--- src/sv/chs_pkg.sv ---
// Package for the chained hash set: widths, commands, sequencer states.
// No dependencies.
package chs_pkg;
    localparam int BUCKETS_DEF    = 769;
    localparam int POOL_NODES_DEF = 1024;
    localparam int KEY_BITS_DEF   = 20;
    localparam int CMD_W = 2;
    localparam int KEY_W = 20;

    localparam logic [CMD_W-1:0] CMD_ADD    = 2'd0;
    localparam logic [CMD_W-1:0] CMD_REMOVE = 2'd1;
    localparam logic [CMD_W-1:0] CMD_QUERY  = 2'd2;

    typedef enum logic [3:0] {
        S_CLEAR, S_IDLE, S_MOD, S_HEAD, S_HEADW, S_READ, S_READW, S_CHECK,
        S_UPDATE, S_DONE
    } t_state;
endpackage

--- src/sv/chs_mod.sv ---
// Shared modulo unit: key modulo bucket count by reciprocal multiply,
// back-multiply and one corrective subtract. Depends on chs_pkg.
module chs_mod #(
    parameter int KEY_BITS = chs_pkg::KEY_BITS_DEF,
    parameter int BUCKETS  = chs_pkg::BUCKETS_DEF,
    localparam int BW = $clog2(BUCKETS)
) (
    input  logic                i_clk,
    input  logic                i_start,
    input  logic [KEY_BITS-1:0] i_key,
    output logic                o_done,
    output logic [BW-1:0]       o_rem
);
    import chs_pkg::*;
    localparam int RW = (KEY_BITS > BW) ? KEY_BITS : BW;
    localparam logic [RW:0] DIV = (RW + 1)'(BUCKETS);
    // floor(2^KEY_BITS / BUCKETS): the estimated quotient is low by at most one
    localparam logic [KEY_BITS:0] RECIP = (KEY_BITS + 1)'((64'd1 << KEY_BITS) / BUCKETS);
    logic [KEY_BITS-1:0]  r_k, r_q;
    logic [RW-1:0]        r_rem;
    logic [1:0]           r_cnt;
    logic [2*KEY_BITS:0]  w_prod;
    logic [KEY_BITS+RW:0] w_qd;
    assign w_prod = r_k * RECIP;
    assign w_qd   = r_q * DIV;
    always_ff @(posedge i_clk) begin
        if (i_start) begin
            r_k   <= i_key;
            r_cnt <= 2'd3;
        end else begin
            case (r_cnt)
                2'd3: r_q <= w_prod[2*KEY_BITS-1:KEY_BITS];
                2'd2: r_rem <= RW'(r_k) - w_qd[RW-1:0];
                // estimate is below twice the divisor
                2'd1: if ({1'b0, r_rem} >= DIV) r_rem <= RW'({1'b0, r_rem} - DIV);
                default: ;
            endcase
            if (r_cnt != 2'd0) r_cnt <= r_cnt - 2'd1;
        end
    end
    assign o_done = (r_cnt == 2'd0);
    assign o_rem  = r_rem[BW-1:0];
endmodule

--- config.mk ---
export PLATFORM = sky130hd
export DESIGN_NAME = chs_mod
export DESIGN_NICKNAME = d
export VERILOG_FILES = /design/src/sv/chs_pkg.sv /design/src/sv/chs_mod.sv
export SDC_FILE = /design/constraint.sdc
export NUM_CORES = 1
export LEC_CHECK = 0
export ABC_AREA = 0
export BUFFER_PORTS_ARGS = -buffer_cell sky130_fd_sc_hd__clkbuf_2
export CORE_ASPECT_RATIO = 2
export CORE_UTILIZATION = 35
export DETAILED_ROUTE_END_ITERATION = 8
export GPL_ROUTABILITY_DRIVEN = 0
export GPL_TIMING_DRIVEN = 1
export PLACE_DENSITY = 0.59
export SETUP_SLACK_MARGIN = 0.2
export SYNTH_ARGS = -nofsm -noshare
export SYNTH_HDL_FRONTEND = slang
export SYNTH_SLANG_ARGS = --single-unit
--- constraint.sdc ---
create_clock -name i_clk -period 12.2 [get_ports i_clk]
set_clock_uncertainty 0.05 [all_clocks]
set_input_delay 3.05 -clock i_clk [delete_from_list [all_inputs] [get_ports i_clk]]
set_output_delay 3.05 -clock i_clk [all_outputs]
set_load 0.005 [all_outputs]
==> flow_metrics.env <==
export IMPL_outcome="finished clean"
export IMPL_clk_latency_ns=0.31
export IMPL_synth_edff_count=51
export IMPL_slew_headroom=0.385
export IMPL_ys_types=50
export IMPL_post_cts_buffers=0
export IMPL_fp_dieW_um=107
export IMPL_cts_tree="done"
export IMPL_gr_total_overflow=0
export IMPL_synth_xor_area_frac=0.0545
export IMPL_num_io_pins=33
export IMPL_path_max_fanout=7
export IMPL_firstDrtPassIters=4
export IMPL_drtIter0Drc=130
export IMPL_setup_tns_ns=0
export IMPL_yosys_top_cells_area="ha_1 28%, edfxtp_1 20%, fa_1 19%"
export IMPL_synth_top_cell_area_share=0.282
export IMPL_die_h_um=212
export IMPL_via_per_inst=4.84
export IMPL_core_area_um2=21600
export IMPL_area_growth_synth_to_final_pct=7.49
export IMPL_post_dp_cell_area_um2=8140
export IMPL_async_flop_share=0
export IMPL_register_area_um2=1570
export IMPL_dp_hpwl_mm=13.9
export IMPL_fill_cells=2148
export IMPL_slowest_delay_ns=0.59
export IMPL_startpoint_type="register"
export IMPL_grt_total_usage=0.157
export IMPL_netlist_instances=768
export IMPL_slew_viol_final=0
export IMPL_nNetsFinal=1061
export IMPL_dieArea_um2=22700
export IMPL_cap_violations=0
export IMPL_synth_top_family_by_area="adder cells"
export IMPL_clock_path_buffers=2
export IMPL_hold_path_class="register to register"
export IMPL_fin_crit_sh=0.450
export IMPL_setup_viol=0
export IMPL_yosysMostFrequentCell="ha_1"
export IMPL_synth_top_area_cell="ha_1"
export IMPL_routed_wl_mm=16.0
export IMPL_yosys_warnings=0
export IMPL_path_cells="ha_1, fa_1, fa_1, inv_1, fa_1, fa_1, inv_1, ha_1, a211oi_1, o21ai_1, a221oi_1, o21a_1, o21ai_1, a31oi_1, nor3_1, a211o_1"
export IMPL_multi_input_area_um2=5410
export IMPL_tightest_slew_ns=0.921
export IMPL_antenna_found_initial=0
export IMPL_grt_pass1_vias=5672
export IMPL_synth_seq_cells=53
export IMPL_final_area_um2=8300
export IMPL_initial_core_util=0.358
export IMPL_syn_area_per_cell_um2=10.0
export IMPL_post_route_min_period_ns=5.49
export IMPL_drc=0
export IMPL_cts_resized_gates=0
export IMPL_path_class="register to register"
export IMPL_synthMuxAreaShare=0.00519
export IMPL_cts_buffers=5
export IMPL_synth_compound_area_share=0.0939
export IMPL_crit_arrival_ns=5.51
export IMPL_worstPathRequired_ns=12.22
export IMPL_cts_clk_slew_worst_paths_ns=0.08
export IMPL_rows=76
export IMPL_syn_nets=1036
export IMPL_finalHoldViolCount=0
export IMPL_grt_max_degree=50
export IMPL_synth_ff_type="edfxtp_1"
export IMPL_root_buffer="clkbuf_16"
export IMPL_cts_sinks=53
export IMPL_synth_commonest_cells="174 x ha_1, 172 x inv_1, 72 x fa_1"
export IMPL_vias=5160
export IMPL_cpMaxStageDelayCell="edfxtp_1"
export IMPL_wl_per_cell_um=15.0
export IMPL_final_layout_size_suffix_gt1_frac=0.0592
export IMPL_end_kind="register"
export IMPL_synth_simple_area_share=0.0777
export IMPL_rsz0062_at_grt="no"
export IMPL_hold_buffers=0
export IMPL_n_antenna_cell=0
export IMPL_crit_path_frequent_cell="fa_1"
export IMPL_synth_adder_area_share=0.469
export IMPL_synth_seq_area_share=0.204
export IMPL_placement_io_buffers=32
export IMPL_grt_first_pass_wirelength_mm=27.2
export IMPL_syn_area_um2=7720
export IMPL_timing_fmax_mhz=182
export IMPL_antenna_left=0
export IMPL_htreeDepth=2
-- sequential cells by signal, indices dropped and copies added (netlist names) --
register / count
r_cnt: 2
r_rem: 20
r_q: 11
r_k: 20
-- cell usage in the layout (no fill, tap or decap), types with 8 or more instances in the layout --
master	count
clkbuf_2	32
nand2_1	35
xor2_1	21
o21ai_0	14
xnor2_1	27
inv_1	172
nor2_1	23
a21oi_1	26
fa_1	72
edfxtp_1	51
nor3_1	13
nand2b_1	8
a211oi_1	8
a21o_1	10
ha_1	174
o21ai_1	10
-- cell families after synthesis --
logic type	Yosys count
simple gates	118
flops	53
buf+inv	188
xor+xnor	48
compound gates	111
mux	4
fa+ha+maj	246
-- stage by stage --
step / setup slack [ns] / hold slack [ns] / util / instances
floorplan: 7.13 / 0.466 / - / 768
global placement: 6.80 / 0.493 / 0.377 / 1059
detailed placement: 6.68 / 0.510 / 0.377 / 1059
CTS: 6.67 / 0.532 / 0.384 / 1067
global route: 6.34 / 0.569 / 0.384 / 1067
finish: 6.71 / 0.524 / 0.384 / 1067
-- worst max-delay path, delay by kind of cell (launching register included) --
| kind | cells | cell delay [ns] |
|---|---|---|
| fa+ha+maj | 6 | 2.75 |
| compound gates | 7 | 1.67 |
| flops | 1 | 0.59 |
| buf+inv | 2 | 0.10 |
| simple gates | 1 | 0.09 |
-- per-layer routing --
metal,up-vias,part of all wire,wire length (um),global-route usage
met3,24,0.013,203,0.0116
met2,55,0.60,9650,0.328
met1,2460,0.35,5610,0.148
met4,0,0.035,564,0.0694
met5,-,0,0,0
li1,2621,-,-,-
-- layout make-up --
| class | count | area share |
|---|---|---|
| clock inverter | 3 | 0.00347 |
| inverter | 172 | 0.0778 |
| clock buffer | 5 | 0.0151 |
| multi-input combinational | 527 | 0.652 |
| tap | 273 | 0.0412 |
| sequential | 53 | 0.189 |
| timing repair buffer | 34 | 0.0211 |
-- worst paths after layout --
kind,startpoint,endpoint,slack (ns),depth (start not counted)
setup / recovery,r_k[10],r_q[7],6.71,16
hold / removal,r_cnt[0],r_cnt[0],0.52,2
setup reg to reg,r_k[10],r_q[7],6.71,16
hold reg to reg,r_cnt[0],r_cnt[0],0.52,2
Power is not shown: default switching activity piles up to over one toggle a cycle in this logic, so the estimate is an artifact.
